==> src/sv/tpk_pkg.sv <==
// ----------------------------------------------------------------------------
// tpk_pkg
// Shared types and constants of the peak search with exclusion zone.
// ----------------------------------------------------------------------------
package tpk_pkg;

    localparam int POS_BITS        = 14;
    localparam int PEAK_COUNT_BITS = 5;
    localparam int DEADZONE_BITS   = 14;
    localparam int CFG_INDEX_BITS  = 2;
    localparam int CFG_DATA_BITS   = 14;

    localparam logic [CFG_INDEX_BITS-1:0] CFG_PEAK_COUNT = CFG_INDEX_BITS'(0);
    localparam logic [CFG_INDEX_BITS-1:0] CFG_DEADZONE   = CFG_INDEX_BITS'(1);

    localparam logic [PEAK_COUNT_BITS-1:0] PEAK_COUNT_RESET = PEAK_COUNT_BITS'(10);
    localparam logic [DEADZONE_BITS-1:0]   DEADZONE_RESET   = DEADZONE_BITS'(100);

    typedef enum logic [2:0] {
        ST_LOAD,
        ST_SCAN,
        ST_FLUSH,
        ST_COMMIT,
        ST_EMIT
    } tpk_state_t;

    typedef struct packed {
        logic clear_list;
        logic scan_en;
        logic commit;
        logic shift;
    } tpk_cmd_t;

endpackage

==> src/sv/tpk_datapath.sv <==
// ----------------------------------------------------------------------------
// tpk_datapath
// Exclusion check, running maximum of one pass and the sorted peak list.
// ----------------------------------------------------------------------------
module tpk_datapath import tpk_pkg::*; #(
    parameter int SAMPLE_DEPTH = 16384,
    parameter int MAX_PEAKS    = 16,
    parameter int SAMPLE_BITS  = 14,
    localparam int AW = $clog2(SAMPLE_DEPTH),
    localparam int DW = (AW > DEADZONE_BITS) ? AW : DEADZONE_BITS
) (
    input  logic                          aclk,
    input  logic                          aresetn,
    input  tpk_cmd_t                      cmd,
    input  logic [AW-1:0]                 scan_addr,
    input  logic [DEADZONE_BITS-1:0]      deadzone,
    input  logic signed [SAMPLE_BITS-1:0] ram_rdata,
    output logic [POS_BITS-1:0]           peak_pos,
    output logic signed [SAMPLE_BITS-1:0] peak_value,
    output logic                          peak_found
);

    logic [AW-1:0]                 cell_pos_reg [MAX_PEAKS];
    logic signed [SAMPLE_BITS-1:0] cell_val_reg [MAX_PEAKS];
    logic                          cell_fnd_reg [MAX_PEAKS];
    logic                          cell_vld_reg [MAX_PEAKS];
    logic                          gt           [MAX_PEAKS];

    logic [MAX_PEAKS-1:0]          excl_vec;
    logic [MAX_PEAKS-1:0]          excl_reg;
    logic [AW-1:0]                 stage_pos_reg;
    logic                          stage_vld_reg;

    logic signed [SAMPLE_BITS-1:0] best_val_reg;
    logic [AW-1:0]                 best_pos_reg;
    logic                          best_hit_reg;
    logic                          take;

    always_comb begin
        for (int j = 0; j < MAX_PEAKS; j++) begin
            excl_vec[j] = cell_vld_reg[j] &&
                (DW'((scan_addr >= cell_pos_reg[j]) ? (scan_addr - cell_pos_reg[j])
                                                     : (cell_pos_reg[j] - scan_addr))
                 < DW'(deadzone));
        end
    end

    always_ff @(posedge aclk) begin
        if (!aresetn) begin
            stage_vld_reg <= 1'b0;
        end else begin
            stage_vld_reg <= cmd.scan_en;
        end
    end

    always_ff @(posedge aclk) begin
        excl_reg      <= excl_vec;
        stage_pos_reg <= scan_addr;
    end

    assign take = stage_vld_reg && !(|excl_reg) && (ram_rdata > best_val_reg);

    always_ff @(posedge aclk) begin
        if (cmd.clear_list || cmd.commit) begin
            best_val_reg <= '0;
            best_pos_reg <= '0;
            best_hit_reg <= 1'b0;
        end else if (take) begin
            best_val_reg <= ram_rdata;
            best_pos_reg <= stage_pos_reg;
            best_hit_reg <= 1'b1;
        end
    end

    for (genvar i = 0; i < MAX_PEAKS; i++) begin : g_cell
        logic                          prev_gt;
        logic                          prev_vld;
        logic [AW-1:0]                 prev_pos;
        logic signed [SAMPLE_BITS-1:0] prev_val;
        logic                          prev_fnd;
        logic                          nxt_vld;
        logic [AW-1:0]                 nxt_pos;
        logic signed [SAMPLE_BITS-1:0] nxt_val;
        logic                          nxt_fnd;

        assign gt[i] = !cell_vld_reg[i] || (cell_pos_reg[i] > best_pos_reg);

        if (i == 0) begin : g_head
            assign prev_gt  = 1'b0;
            assign prev_vld = 1'b1;
            assign prev_pos = best_pos_reg;
            assign prev_val = best_val_reg;
            assign prev_fnd = best_hit_reg;
        end else begin : g_body
            assign prev_gt  = gt[i-1];
            assign prev_vld = cell_vld_reg[i-1];
            assign prev_pos = cell_pos_reg[i-1];
            assign prev_val = cell_val_reg[i-1];
            assign prev_fnd = cell_fnd_reg[i-1];
        end

        if (i == MAX_PEAKS - 1) begin : g_tail
            assign nxt_vld = 1'b0;
            assign nxt_pos = cell_pos_reg[i];
            assign nxt_val = cell_val_reg[i];
            assign nxt_fnd = cell_fnd_reg[i];
        end else begin : g_link
            assign nxt_vld = cell_vld_reg[i+1];
            assign nxt_pos = cell_pos_reg[i+1];
            assign nxt_val = cell_val_reg[i+1];
            assign nxt_fnd = cell_fnd_reg[i+1];
        end

        always_ff @(posedge aclk) begin
            if (!aresetn) begin
                cell_vld_reg[i] <= 1'b0;
            end else if (cmd.clear_list) begin
                cell_vld_reg[i] <= 1'b0;
            end else if (cmd.commit && gt[i]) begin
                cell_vld_reg[i] <= prev_gt ? prev_vld : 1'b1;
            end else if (cmd.shift) begin
                cell_vld_reg[i] <= nxt_vld;
            end
        end

        always_ff @(posedge aclk) begin
            if (cmd.commit && gt[i]) begin
                cell_pos_reg[i] <= prev_gt ? prev_pos : best_pos_reg;
                cell_val_reg[i] <= prev_gt ? prev_val : best_val_reg;
                cell_fnd_reg[i] <= prev_gt ? prev_fnd : best_hit_reg;
            end else if (cmd.shift) begin
                cell_pos_reg[i] <= nxt_pos;
                cell_val_reg[i] <= nxt_val;
                cell_fnd_reg[i] <= nxt_fnd;
            end
        end
    end

    assign peak_pos   = POS_BITS'(cell_pos_reg[0]);
    assign peak_value = cell_val_reg[0];
    assign peak_found = cell_fnd_reg[0];

endmodule

==> config.mk <==
export PLATFORM = sky130hd
export DESIGN_NAME = tpk_datapath
export DESIGN_NICKNAME = d
export VERILOG_FILES = /design/src/sv/tpk_pkg.sv /design/src/sv/tpk_datapath.sv
export SDC_FILE = /design/constraint.sdc
export NUM_CORES = 2
export LEC_CHECK = 0
export BUFFER_PORTS_ARGS = -buffer_cell sky130_fd_sc_hd__buf_2
export CAP_MARGIN = 20
export CORE_ASPECT_RATIO = 0.8
export CORE_MARGIN = 2
export CORE_UTILIZATION = 32
export CTS_CLUSTER_SIZE = 20
export DETAILED_ROUTE_END_ITERATION = 7
export PLACE_DENSITY = 0.55
export SETUP_SLACK_MARGIN = 0.4
export SLEW_MARGIN = 0
export SYNTH_ARGS = -nofsm -noshare
export SYNTH_HDL_FRONTEND = slang
export SYNTH_SLANG_ARGS = --single-unit
==> constraint.sdc <==
create_clock -name aclk -period 7.77 [get_ports aclk]
set_input_delay 0.777 -clock aclk [delete_from_list [all_inputs] [get_ports aclk]]
set_output_delay 0.777 -clock aclk [all_outputs]
set_load 0.05 [all_outputs]
==> results.json <==
{
  "status": "finished clean",
  "fin_skew_ns": 0.0331,
  "power.density_nw_per_um2": 263,
  "initial_core_util": 0.322,
  "timing.fmax_ghz": 0.174,
  "cts_root_buf": "clkbuf_16",
  "syn-instance-count": 5612,
  "vias_per_cell": 5.86,
  "yosys.cell_types.count": 80,
  "tightest_slew_ns": 1.26,
  "vdd_drop_max_v": 0.000207,
  "dieHeight_um": 376,
  "core_sq_um": 172000,
  "place_congestion": 0.978,
  "dp_hpwl_mm": 159,
  "cts_tree": "yes",
  "htreeDepth": 2,
  "port_buffers": 76,
  "rr_worst_depth": 11,
  "p_leak_nw": 28.7,
  "ys.warnings.count": 0,
  "nets": 6578,
  "setup_viol": 0,
  "routed_wirelength_mm": 223,
  "rows": 136,
  "synthTopCellsByArea": "edfxtp_1 (26%), ha_1 (20%), mux2i_1 (9.6%)",
  "ys_seq_area_frac": 0.282,
  "async_flop_share": 0,
  "finalCriticalPeriod_ns": 5.74,
  "drcViolationCount": 0,
  "hold_viol": 0,
  "dr_total_vias": 46643,
  "die_area_sq_um": 176000,
  "synth_ff_type": "edfxtp_1",
  "synth_most_common_cell": "ha_1",
  "rsz0062_at_grt": "no",
  "fin_setup_tns_ns": 0,
  "synth_edf_count": 479,
  "end_kind": "register",
  "max_slew_margin": 0.158,
  "whs_path_depth": 3,
  "avgSynthCellArea_sq_um": 9.86,
  "clkSlewWorstSetupHoldPaths_ns": 0.07,
  "r2r-end": "cell_pos_reg[14][3]",
  "cts_resized": 0,
  "synth_area_sq_um": 55300,
  "grtUsageTotal": 0.244,
  "dr.pass1.iters": 8,
  "setup.worst_path.start": "scan_addr[0]",
  "postRouteAntennaNets": 0,
  "first_global_vias": 44124,
  "critPathRequiredTime_ns": 8.39,
  "synth.top_cell.area_share": 0.260,
  "placed_cells": 7834,
  "rrSetupSlack_ns": 2.31,
  "wl_per_cell_um": 28.0,
  "grt_pass1_wl_mm": 317,
  "die-width_um": 469,
  "cap_violations": 0,
  "postSynthNetCount": 6570,
  "hold_end": "best_val_reg[0]",
  "grt_overflow": 0,
  "start_kind": "input port",
  "synthTopCellsByCount": "ha_1 (878), mux2i_1 (528), edfxtp_1 (479), mux2_2 (429), inv_1 (390)",
  "postCtsSetupBuffers": 0,
  "cp_max_fo": 15,
  "clk_latency_ns": 0.70,
  "synth_seq_cells": 540,
  "fin_cells": 7954,
  "drive_gt1_frac": 0.148,
  "antenna_found_initial": 12,
  "cts_sinks": 540,
  "criticalPathCategory": "in2reg",
  "holdCritPathClass": "in2reg",
  "area_delta_synth_final_pct": 10.0,
  "period_share": 0.739,
  "r2r_start": "best_pos_reg[13]",
  "cts_inserted_buffers": 61,
  "finalMaxSlewViolations": 0,
  "ios": 77,
  "yosysTopAreaCell": "edfxtp_1",
  "grt_max_degree": 58,
  "holdCritStartpoint": "ram_rdata[0]",
  "cp.arrival_ns": 6.36,
  "hold_buffers": 0,
  "clockBufferDepth": 3,
  "drt-initial-drc-count": 5306
}
worst max path at each step:
stage	cells after the start	endpoint	slack [ns]
2_1_floorplan	19	excl_reg[9]	2.85
3_3_place_gp	22	excl_reg[3]	1.60
3_5_place_dp	22	excl_reg[3]	1.51
4_1_cts	20	excl_reg[1]	2.25
5_1_grt	22	excl_reg[3]	1.85
6_report	20	excl_reg[1]	2.03
where the power goes:
group	total, mW	leakage, nW	internal (mW)	switching, mW
Clock	3.11	0.996	1.66	1.45
Combinational	8.16	22.2	3.60	4.56
Sequential	4.70	5.50	3.91	0.791
layout make-up:
cell class	count	area [sq um]
fillers	17290	111000
well taps	2277	2850
multi-input cells	4410	37400
diodes	4	10.0
clock inverters	26	235
clock buffers	90	1810
inverters	390	1460
flip-flops and latches	540	15600
repair buffers	217	1440
critical path: stages:
cell and delay (ns):
buf_2 0.13, inv_1 0.91, ha_1 0.32, inv_1 0.06, fa_1 0.41, a41oi_1 0.17
o21ai_0 0.15, nand4_1 0.12, nand3_1 0.11, o41a_1 0.37, o41ai_4 0.88, mux2_2 0.44
a221oi_2 0.25, xnor2_1 0.16, ha_1 0.27, a21o_1 0.18, a21o_1 0.17, a21oi_1 0.15
o21ai_0 0.13, a31oi_1 0.19
metal layers:
metal	part of all wire	wire, um	global-route usage
met1	0.46	103000	0.361
met2	0.40	88500	0.344
met3	0.11	24600	0.0645
met4	0.030	6730	0.0665
met5	0.00012	27	0
cells by family after synthesis:
| group | count (synthesis) | share of synthesized area |
|---|---|---|
| AND/OR/NAND/NOR | 1040 | 0.0930 |
| flip-flops | 540 | 0.282 |
| adder cells (fa/ha/maj) | 910 | 0.210 |
| buffers and inverters | 662 | 0.0481 |
| AO/OA/AOI/OAI | 1317 | 0.154 |
| multiplexers | 957 | 0.183 |
| XOR/XNOR | 186 | 0.0295 |
per-stage QoR:
step	hold WS, ns	worst slack, ns	power [mW]	cell area, sq um	util
after floorplan	0.437	2.85	10.3	55300	-
after global placement	0.440	1.60	12.6	58800	0.342
after detailed placement	0.449	1.51	12.7	58800	0.342
after CTS	0.320	2.25	15.8	60800	0.354
after global routing	0.358	1.85	17.0	60800	0.354
final	0.356	2.03	16.0	60800	0.354
layout by cell type, fill, tap and decap left out, types with 75 or more instances in the layout:
cell type / n
a21o_1: 281
a21oi_1: 367
buf_2: 76
buf_4: 141
edfxtp_1: 479
ha_1: 878
inv_1: 388
mux2_2: 429
mux2i_1: 528
nand2_1: 293
nand3_1: 84
nand4_1: 75
nor2_1: 205
nor2b_1: 90
nor3_1: 90
o21ai_0: 257
xnor2_1: 115
No activity file was read; power rests on OpenSTA's default activity.
