===== src/sv/tpk_pkg.sv =====
// ----------------------------------------------------------------------------
// tpk_pkg
// Shared types and constants of the peak search with exclusion zone.
// ----------------------------------------------------------------------------
package tpk_pkg;

    localparam int POS_BITS        = 14;
    localparam int PEAK_COUNT_BITS = 5;
    localparam int DEADZONE_BITS   = 14;
    localparam int CFG_INDEX_BITS  = 2;
    localparam int CFG_DATA_BITS   = 14;

    localparam logic [CFG_INDEX_BITS-1:0] CFG_PEAK_COUNT = CFG_INDEX_BITS'(0);
    localparam logic [CFG_INDEX_BITS-1:0] CFG_DEADZONE   = CFG_INDEX_BITS'(1);

    localparam logic [PEAK_COUNT_BITS-1:0] PEAK_COUNT_RESET = PEAK_COUNT_BITS'(10);
    localparam logic [DEADZONE_BITS-1:0]   DEADZONE_RESET   = DEADZONE_BITS'(100);

    typedef enum logic [2:0] {
        ST_LOAD,
        ST_SCAN,
        ST_FLUSH,
        ST_COMMIT,
        ST_EMIT
    } tpk_state_t;

    typedef struct packed {
        logic clear_list;
        logic scan_en;
        logic commit;
        logic shift;
    } tpk_cmd_t;

endpackage


===== src/sv/tpk_ctrl.sv =====
// ----------------------------------------------------------------------------
// tpk_ctrl
// Sequencer: buffer fill, one scan per peak, list commit and result drain.
// ----------------------------------------------------------------------------
module tpk_ctrl import tpk_pkg::*; #(
    parameter int SAMPLE_DEPTH = 16384,
    parameter int MAX_PEAKS    = 16,
    localparam int AW = $clog2(SAMPLE_DEPTH),
    localparam int CW = $clog2(SAMPLE_DEPTH + 1),
    localparam int PW = (MAX_PEAKS > 1) ? $clog2(MAX_PEAKS) : 1,
    localparam int NW = $clog2(MAX_PEAKS + 1)
) (
    input  logic                       aclk,
    input  logic                       aresetn,
    input  logic                       s_valid,
    input  logic                       s_last,
    output logic                       s_ready,
    output logic                       m_valid,
    input  logic                       m_ready,
    output logic                       m_last,
    input  logic [PEAK_COUNT_BITS-1:0] peak_count,
    output logic                       ram_we,
    output logic [AW-1:0]              ram_waddr,
    output logic [AW-1:0]              scan_addr,
    output tpk_cmd_t                   cmd
);

    tpk_state_t    state_reg, state_next;
    logic [CW-1:0] count_reg, count_next;
    logic [AW-1:0] idx_reg,   idx_next;
    logic [PW-1:0] pass_reg,  pass_next;
    logic [PW-1:0] emit_reg,  emit_next;
    logic [NW-1:0] n_reg,     n_next;
    logic          pend_reg,  pend_next;

    logic          s_xfer;
    logic          s_last_xfer;
    logic          m_xfer;
    logic          scan_end;
    logic          pass_end;
    logic          emit_end;
    logic          start;
    logic [NW-1:0] n_clamp;

    assign s_ready     = (state_reg == ST_LOAD) || ((state_reg == ST_EMIT) && !pend_reg);
    assign m_valid     = (state_reg == ST_EMIT);
    assign s_xfer      = s_valid && s_ready;
    assign s_last_xfer = s_xfer && s_last;
    assign m_xfer      = m_valid && m_ready;

    assign ram_we    = s_xfer && (count_reg < CW'(SAMPLE_DEPTH));
    assign ram_waddr = count_reg[AW-1:0];
    assign scan_addr = idx_reg;

    assign scan_end = (CW'(idx_reg) + CW'(1)) == count_reg;
    assign pass_end = (NW'(pass_reg) + NW'(1)) == n_reg;
    assign emit_end = (NW'(emit_reg) + NW'(1)) == n_reg;
    assign m_last   = emit_end;

    always_comb begin
        if (peak_count == '0) begin
            n_clamp = NW'(1);
        end else if (int'(peak_count) > MAX_PEAKS) begin
            n_clamp = NW'(MAX_PEAKS);
        end else begin
            n_clamp = NW'(peak_count);
        end
    end

    always_ff @(posedge aclk) begin
        if (!aresetn) begin
            state_reg <= ST_LOAD;
            count_reg <= '0;
            idx_reg   <= '0;
            pass_reg  <= '0;
            emit_reg  <= '0;
            n_reg     <= NW'(1);
            pend_reg  <= 1'b0;
        end else begin
            state_reg <= state_next;
            count_reg <= count_next;
            idx_reg   <= idx_next;
            pass_reg  <= pass_next;
            emit_reg  <= emit_next;
            n_reg     <= n_next;
            pend_reg  <= pend_next;
        end
    end

    always_comb begin
        state_next = state_reg;
        count_next = ram_we ? count_reg + CW'(1) : count_reg;
        idx_next   = idx_reg;
        pass_next  = pass_reg;
        emit_next  = emit_reg;
        n_next     = n_reg;
        pend_next  = pend_reg;
        cmd        = '0;
        start      = 1'b0;

        unique case (state_reg)
            ST_LOAD: begin
                start = s_last_xfer;
            end
            ST_SCAN: begin
                cmd.scan_en = 1'b1;
                if (scan_end) begin
                    state_next = ST_FLUSH;
                end else begin
                    idx_next = idx_reg + AW'(1);
                end
            end
            ST_FLUSH: begin
                state_next = ST_COMMIT;
            end
            ST_COMMIT: begin
                cmd.commit = 1'b1;
                if (pass_end) begin
                    state_next = ST_EMIT;
                    emit_next  = '0;
                    count_next = '0;
                end else begin
                    pass_next  = pass_reg + PW'(1);
                    idx_next   = '0;
                    state_next = ST_SCAN;
                end
            end
            ST_EMIT: begin
                if (s_last_xfer) begin
                    pend_next = 1'b1;
                end
                if (m_xfer) begin
                    cmd.shift = 1'b1;
                    if (emit_end) begin
                        if (pend_reg || s_last_xfer) begin
                            start = 1'b1;
                        end else begin
                            state_next = ST_LOAD;
                        end
                    end else begin
                        emit_next = emit_reg + PW'(1);
                    end
                end
            end
            default: begin
                state_next = ST_LOAD;
            end
        endcase

        if (start) begin
            state_next     = ST_SCAN;
            idx_next       = '0;
            pass_next      = '0;
            n_next         = n_clamp;
            pend_next      = 1'b0;
            cmd.clear_list = 1'b1;
        end
    end

    a_no_load_while_scan: assert property (@(posedge aclk) disable iff (!aresetn)
        cmd.scan_en |-> !s_ready)
        else $error("input accepted during a scan pass");

    a_count_in_range: assert property (@(posedge aclk) disable iff (!aresetn)
        count_reg <= CW'(SAMPLE_DEPTH))
        else $error("sample count beyond buffer depth");

    a_emit_after_last_pass: assert property (@(posedge aclk) disable iff (!aresetn)
        (state_reg == ST_COMMIT) && pass_end |=> m_valid && (emit_reg == '0))
        else $error("results not presented after final pass");

endmodule


===== config.mk =====
export PLATFORM = sky130hd
export DESIGN_NAME = tpk_ctrl
export DESIGN_NICKNAME = d
export VERILOG_FILES = /design/src/sv/tpk_pkg.sv /design/src/sv/tpk_ctrl.sv
export SDC_FILE = /design/constraint.sdc
export NUM_CORES = 1
export LEC_CHECK = 0
export ABC_AREA = 1
export BUFFER_PORTS_ARGS = -buffer_cell sky130_fd_sc_hd__buf_4
export CORE_ASPECT_RATIO = 0.7
export CORE_MARGIN = 10
export CORE_UTILIZATION = 35
export CTS_CLUSTER_SIZE = 30
export DETAILED_ROUTE_END_ITERATION = 12
export PLACE_DENSITY = 0.55
export REMOVE_ABC_BUFFERS = 1
export SLEW_MARGIN = 20
export SYNTH_ARGS = -nofsm -noshare
export SYNTH_HDL_FRONTEND = slang
export SYNTH_SLANG_ARGS = --single-unit

===== constraint.sdc =====
create_clock -name aclk -period 3.39 [get_ports aclk]
set_clock_uncertainty 0.15 [all_clocks]
set_input_delay 0.5085 -clock aclk [delete_from_list [all_inputs] [get_ports aclk]]
set_output_delay 0.5085 -clock aclk [all_outputs]
set_load 0.01 [all_outputs]

==> summary.md, run 1 <==
| Metric | Value |
|---|---|
| Number of gates given a new drive strength after cts | 0 |
| CP Launch Type | flop |
| Post-layout utilization of the core | 42.1% |
| Non-filler instance count after layout | 630 |
| Count of filler cells inserted in the layout | 949 |
| Height of the die | around 98 um |
| Cells after DPL | 622 |
| Post-synth cell types | 31 |
| Final antenna diode count | 0 |
| Largest net degree at the start of global routing | 22 |
| Leading cell types by count after synthesis | nand2_1, nand3_1, inv_1 |
| CTS Buf Count | 5 |
| Library cell with the highest instance count after synthesis | nand2_1 |
| Area of the die | 0.0130 mm2 |
| Via count | roughly 3,100 |
| Number of primary I/O pins | 46 |
| Floorplan row count | 28 |
| Element type at the critical path end | primary output |
| Critical path buffer and inverter count | 1 |
| Setup Total Neg Slack | 0 ns |
| Number of cells produced by synthesis | about 480 |
| Max IR drop VDD | 197 uV |
| Cell area after synthesis | about 0.0031 mm2 |
| Detailed-route vias per instance | 4.89 |
| Final Hold Fails | 0 |
| Hold path startpoint | aresetn |
| Instance area at placement | 0.00340 mm2 |
| Proportion of synthesized flip-flops having asynchronous set or reset | 0% |
| Floorplan core area | 0.00848 mm2 |
| Signed area change from the synthesized netlist to the final layout | 16.5% |
| Register Area | roughly 920 um2 |
| Post-CTS Repair Setup Buffers | 0 |
| Arrival time at the worst endpoint | 1.98 ns |
| Via count of the first global-routing pass | 2,689 |
| Outcome | complete, no violations |
| GRT overflow | 0 |
| Leakage | 1.47 nW |
| Post-synth top area share | 30.0% |
| Critical Path Max Stage Delay | 0.41 ns |
| Antenna violation net count after detailed routing | 0 |
| Share of the cycle needed by the critical path after routing | 77.7% |
| DR pass1 iterations | 5 |
| Number of register bits inferred by synthesis | 46 |
| Width of the die | about 130 um |
| Post-layout min period | roughly 2.6 ns |
| Initial DRC count | 274 |
| CP Max Fanout | 5 |
| Number of flops mapped to enable cells by yosys | 0 |
| Sum of routed wire length over all layers | approximately 8700 um |
| Half-perimeter wire length of the detailed placement result | between 6000 and 7000 um |
| Worst setup path category | flop to primary output |
| Initial standard-cell utilization of the core | 36.2% |
| Largest buffer count on any clock path | 2 |
| Family with the most delay on the worst path | simple AND/OR/NAND/NOR gates |
| Most Frequent Cell on Critical Path | nand2_1 |
| Final number of setup-violating endpoints | 0 |
| Number of hold-repair buffers added at the cts stage | 0 |
| Clock sinks | 46 |
| Critical Path Slowest Stage Cell | dfxtp_1 |
| Launching instance or port of the critical path | emit_reg[0] |
| Yosys warnings | 0 |
| Top achievable clock speed | roughly 380 MHz |
| Slew HR | between 40% and 50% |
| IO buf count | 45 |
| Number of nets in the layout | 523 |
| Overall track demand over capacity in global routing | about an eighth |
| Area of the multi-input gates | 0.00175 mm2 |
| Global-route wire length before repair | 14,100 um |
| Max cap viols | 0 |
| Weighted congestion reported at the end of routability-driven placement | 0.833 |
| TritonCTS clock tree | done |
| Pin slew with the least headroom to its limit | 0.869 ns |
| Number of max-slew violations in the final report | 0 |
| Sequential area share after synthesis | between 30% and 40% |
| Clk root buf | clkbuf_16 |
| Number of flip-flops under the largest register name | 15 |
| Drt drc | 0 |
| Average wire per cell in the routed design | 13.8 um |
| Crit Reg-Reg Startpoint | emit_reg[0] |
| Post-synth top flop | dfxtp_1 |
| Total power divided by cell area | 368 mW/mm2 |
| Series of cell instances along the critical path | ha_1 -> nand2_1 -> nand2_1 -> nor2_1 -> nor4_1 -> nand4_1 -> nand2_1 -> buf_4 |
| Unrepaired setup endpoints after global routing | no |
| Endpoint required time on the critical path | between 2 and 3 ns |
| Layout cell share with drive strength beyond 1 | 14.3% |
| Largest area contributor in the netlist | dfxtp_1 |
| Deepest level of the CTS H-tree | 2 |
| Final instance area | 0.00357 mm2 |
| Type of the most critical hold path | input port to flop |
| Clock insertion delay at the later pin of the skew report | 0.29 ns |
| Area contributors post-synth | dfxtp_1, nand2_1, nand3_1 |
| Clock edge transition at the registers on the reported setup and hold paths | 0.06 ns |
| Average cell area after synthesis | 6.40 um2 |
| Antenna violations before repair | 0 |
==> worst paths after layout <==
check | slack [ns] | endpoint | depth (start not counted)
worst max-delay path | 0.76 | cmd[3] | 8
worst min-delay path | 0.32 | n_reg[0] | 2
worst max register to register | 0.78 | n_reg[2] | 10
worst min register to register | 0.36 | emit_reg[1] | 2
==> cells by family after synthesis <==
| group | after synthesis | share of synthesized area [%] |
|---|---|---|
| xor gates and xnor gates | 21 | 6.00 |
| AOI/OAI and AO/OA | 42 | 6.98 |
| DFF | 46 | 30.0 |
| adders and majority gates | 4 | 1.63 |
| buffers and inverters | 84 | 12.8 |
| and+or+nand+nor | 282 | 42.5 |
==> where the power goes <==
part           leakage, nW  internal (mW)  switching, mW
registers            0.372          0.552         0.0134
logic                 1.02         0.0619          0.120
clock network       0.0771          0.349          0.219
total                 1.47          0.962          0.352
==> worst register-to-register path: cells and delay by family, from the launching register on <==
| family | cells | cell delay [ns] |
|---|---|---|
| compound gates | 1 | 0.16 |
| buf+inv | 1 | 0.52 |
| simple gates | 7 | 1.02 |
| fa+ha+maj | 1 | 0.22 |
| flops | 1 | 0.41 |
==> layout make-up <==
| class | count | share of cell area (%) |
|---|---|---|
| clock buffer | 6 | 3.61 |
| clock inverter | 2 | 1.05 |
| inverter | 59 | 6.20 |
| multi-input combinational | 349 | 49.1 |
| sequential | 46 | 25.8 |
| tap | 120 | 4.20 |
| timing repair buffer | 48 | 10.1 |
==> cell usage in the layout, fill, tap and decap left out <==
cell          n
o21ai_1       3
nand3_1      71
nor3_4        1
or2_2         1
nand2_1     113
buf_4        48
o21ai_0       5
a21oi_1      32
nand2_8       1
nand2_4       1
nor2_1       57
bufinv_16     1
nor4_1        1
clkinvlp_4    1
nor3_1        5
nor2_4        4
nor4_2        1
xnor2_1       3
inv_2         1
nand4_1      14
a211oi_1      1
nand2_2       5
inv_1        58
xor2_1       18
nand3b_1      3
clkbuf_16     5
dfxtp_1      46
nor3b_1       1
ha_1          4
nor2_2        3
clkbuf_1      1
o22ai_1       1
==> metrics by stage <==
stage,hold WS (ns),power (mW),setup slack (ns)
2_1_floorplan,0.308,0.688,0.963
3_3_place_gp,0.335,0.758,0.953
3_5_place_dp,0.340,0.758,0.808
4_1_cts,0.314,1.32,0.734
5_1_grt,0.325,1.37,0.472
6_report,0.320,1.31,0.755
==> per-layer routing <==
layer	share of wire, %	vias up	track usage, %
li1	-	1589	-
met1	53	1386	19.5
met2	39	96	17.9
met3	6.5	10	2.87
met4	0.95	0	3.07
met5	0	-	0
Power figures use the tool's default switching activity.
==> run 2: changes to the inputs <==
- ABC_AREA: 1 -> 0
- PLACE_DENSITY: 0.55 -> 0.56
- clock period: 3.39 -> 2.5 ns (I/O delays scaled with it)
==> summary.md, run 2 <==
| Metric | Value |
|---|---|
| Most common cell after layout, fill and taps aside | buf_4 |
| Global-route wire length before repair | 13,900 um |
| Outcome | finished, violations left |
| Initial DRC count | approximately 150 |
| Share of synthesized area spent on multiplexers | 2.42% |
| Detailed-route vias per instance | 5.19 |
| Share of the cycle needed by the critical path after routing | 111% |
| TritonCTS clock tree | done |
| Unrepaired setup endpoints after global routing | yes |
| Via count of the first global-routing pass | 2,602 |
| Area contributors post-synth | dfxtp_1, xnor2_1, xor2_1 |
| Signed area change from the synthesized netlist to the final layout | 46.6% |
| Dominant combinational cell family by area after synthesis | simple AND/OR/NAND/NOR gates |
| Number of register bits inferred by synthesis | 46 |
| CP Max Fanout | 8 |
| Type of the most critical hold path | input port to flop |
| CP Launch Type | flop |
| Proportion of synthesized flip-flops having asynchronous set or reset | 0% |
| Average cell area after synthesis | 8.31 um2 |
| Yosys warnings | 0 |
| Number of flops mapped to enable cells by yosys | 0 |
| Instance area at placement | 0.00370 mm2 |
| Largest net degree at the start of global routing | 16 |
| Post-synthesis share of cell area spent on full adders, half adders and majority gates | 1.73% |
| Width of the die | 129 um |
| Layout cell share with drive strength beyond 1 | between 30% and 40% |
| GRT overflow | 0 |
| Max IR drop VDD | 305 uV |
| Post-synth cell types | 54 |
| Sum of routed wire length over all layers | 8940 um |
| Clock sinks | 46 |
| Total power divided by cell area | 560 mW/mm2 |
| Sequential area share after synthesis | 31.8% |
| Number of flip-flops under the largest register name | 15 |
| Library cell with the highest instance count after synthesis | dfxtp_1 |
| Height of the die | 96.1 um |
| Non-filler instance count after layout | 552 |
| Max cap viols | 0 |
| Leading cell types by count after synthesis | dfxtp_1, nor2_1, nand2_1, xnor2_1, nand3_1 |
| Worst hold path cell count | 2 |
| Overall track demand over capacity in global routing | 14.0% |
| Final antenna diode count | 0 |
| Antenna violations before repair | 0 |
| Drt drc | 0 |
| Register Area | 928 um2 |
| Final WS setup | -0.277 ns |
| Worst setup path category | flop to flop |
| DR pass1 iterations | 4 |
| Simple-Gate Fraction of Synth Area | between 20% and 30% |
| Arrival time at the worst endpoint | 2.80 ns |
| Area of the multi-input gates | around 0.002 mm2 |
| Number of max-slew violations in the final report | 0 |
| Floorplan core area | 0.00797 mm2 |
| Complex-gate fraction of the synthesized area | 15.1% |
| XOR/XNOR share of the synthesized area | roughly 15% |
| Final Hold Fails | 0 |
| Commonest non-fill, non-tap cells in the layout | buf_4, dfxtp_1, nor2_1 |
| Slew HR | 68.1% |
| Initial standard-cell utilization of the core | a little over a third |
| Final number of setup-violating endpoints | 18 |
| Post-layout min period | 2.78 ns |
| Number of nets in the layout | 464 |
| Count of filler cells inserted in the layout | 749 |
| Endpoint required time on the critical path | 2.52 ns |
| Final instance area | 0.00425 mm2 |
| Largest buffer count on any clock path | 2 |
| Antenna violation net count after detailed routing | 0 |
| Number of cells produced by synthesis | between 300 and 400 |
| Number of hold-repair buffers added at the cts stage | 0 |
| Deepest level of the CTS H-tree | 2 |
| Number of primary I/O pins | between 40 and 50 |
| Weighted congestion reported at the end of routability-driven placement | 0.839 |
| Worst-case hold slack | around 0.23 ns |
| Element type at the critical path end | flop |
| Setup slack after placement | -0.395 ns |
| Post-synth top flop | dfxtp_1 |
| CTS Buf Count | 5 |
| Half-perimeter wire length of the detailed placement result | 6560 um |
| Area of the die | 0.0124 mm2 |
| Largest area contributor in the netlist | dfxtp_1 |
| IO buf count | 45 |
| Clk root buf | clkbuf_16 |
| Cells after DPL | 533 |
| Cell area after synthesis | 0.00290 mm2 |
| Number of cells on the worst reg-to-reg path | 11 |
| Post-synth top area share | between 30% and 40% |
| Average wire per cell in the routed design | 16.2 um |
| Clock edge transition at the registers on the reported setup and hold paths | 0.06 ns |
| Floorplan row count | 27 |
| Clock insertion delay at the later pin of the skew report | 0.28 ns |
| Top achievable clock speed | roughly 360 MHz |
| Failing checks | setup timing |
| Leakage | 1.84 nW |
| Pin slew with the least headroom to its limit | roughly 0.47 ns |
| Via count | approximately 2,900 |
run 2: power by group:
| part | switching (mW) | internal, mW |
|---|---|---|
| registers | 0.0436 | 0.766 |
| logic | 0.390 | 0.429 |
| clock network | 0.284 | 0.468 |
run 2: final timing paths:
check / from / end / slack (ns)
setup / recovery: scan_addr[1] / scan_addr[11] / -0.28
hold / removal: aresetn / n_reg[0] / 0.23
setup reg to reg: scan_addr[1] / scan_addr[11] / -0.28
hold reg to reg: state_reg[2] / state_reg[1] / 0.38
run 2: cells by family after synthesis:
kind of cell / count (synthesis)
buf+inv: 39
fa+ha+maj: 4
compound gates: 54
xor+xnor: 49
flops: 46
mux: 7
simple gates: 150
run 2: worst max-delay path, stage by stage (launching register included):
cell	delay, ns
dfxtp_4	0.35
ha_4	0.16
buf_6	0.12
xor2_2	0.14
xnor2_1	0.18
nand2_1	0.11
or4_4	0.50
a2111oi_4	0.21
buf_6	0.19
a21oi_4	0.10
and3_4	0.20
a221o_1	0.25
run 2: stage by stage:
step | TNS [ns] | total power, mW | utilization (%)
after floorplan | -10.75 | 1.12 | -
after global placement | -3.28 | 1.38 | 46.5
after detailed placement | -4.71 | 1.39 | 46.5
after CTS | -4.27 | 2.26 | 50.9
after global routing | -4.43 | 2.49 | 53.3
final | -3.47 | 2.38 | 53.3
run 2: cell type report:
class / count / share of cell area [%]
Multi-Input combinational cell: 265 / 46.6
Timing Repair Buffer: 125 / 24.1
Sequential cell: 46 / 21.8
Tap cell: 101 / 2.97
Clock buffer: 5 / 2.94
Clock inverter: 3 / 0.942
Inverter: 7 / 0.618
run 2: timing repair:
item,in CTS,in global routing
pin swaps,17,21
setup buffers,6,5
gates cloned,1,0
gates resized for setup,30,29
setup endpoints to repair,20,40
run 2: per-layer routing:
| metal | wire [um] | vias to the layer above | part of all wire [%] | global-route usage, % |
|---|---|---|---|---|
| li1 | - | 1425 | - | - |
| met1 | 4450 | 1368 | 50 | 20.7 |
| met2 | 3910 | 66 | 44 | 20.1 |
| met3 | 478 | 8 | 5.3 | 2.69 |
| met4 | 95 | 0 | 1.1 | 3.68 |
| met5 | 0 | - | 0 | 0 |
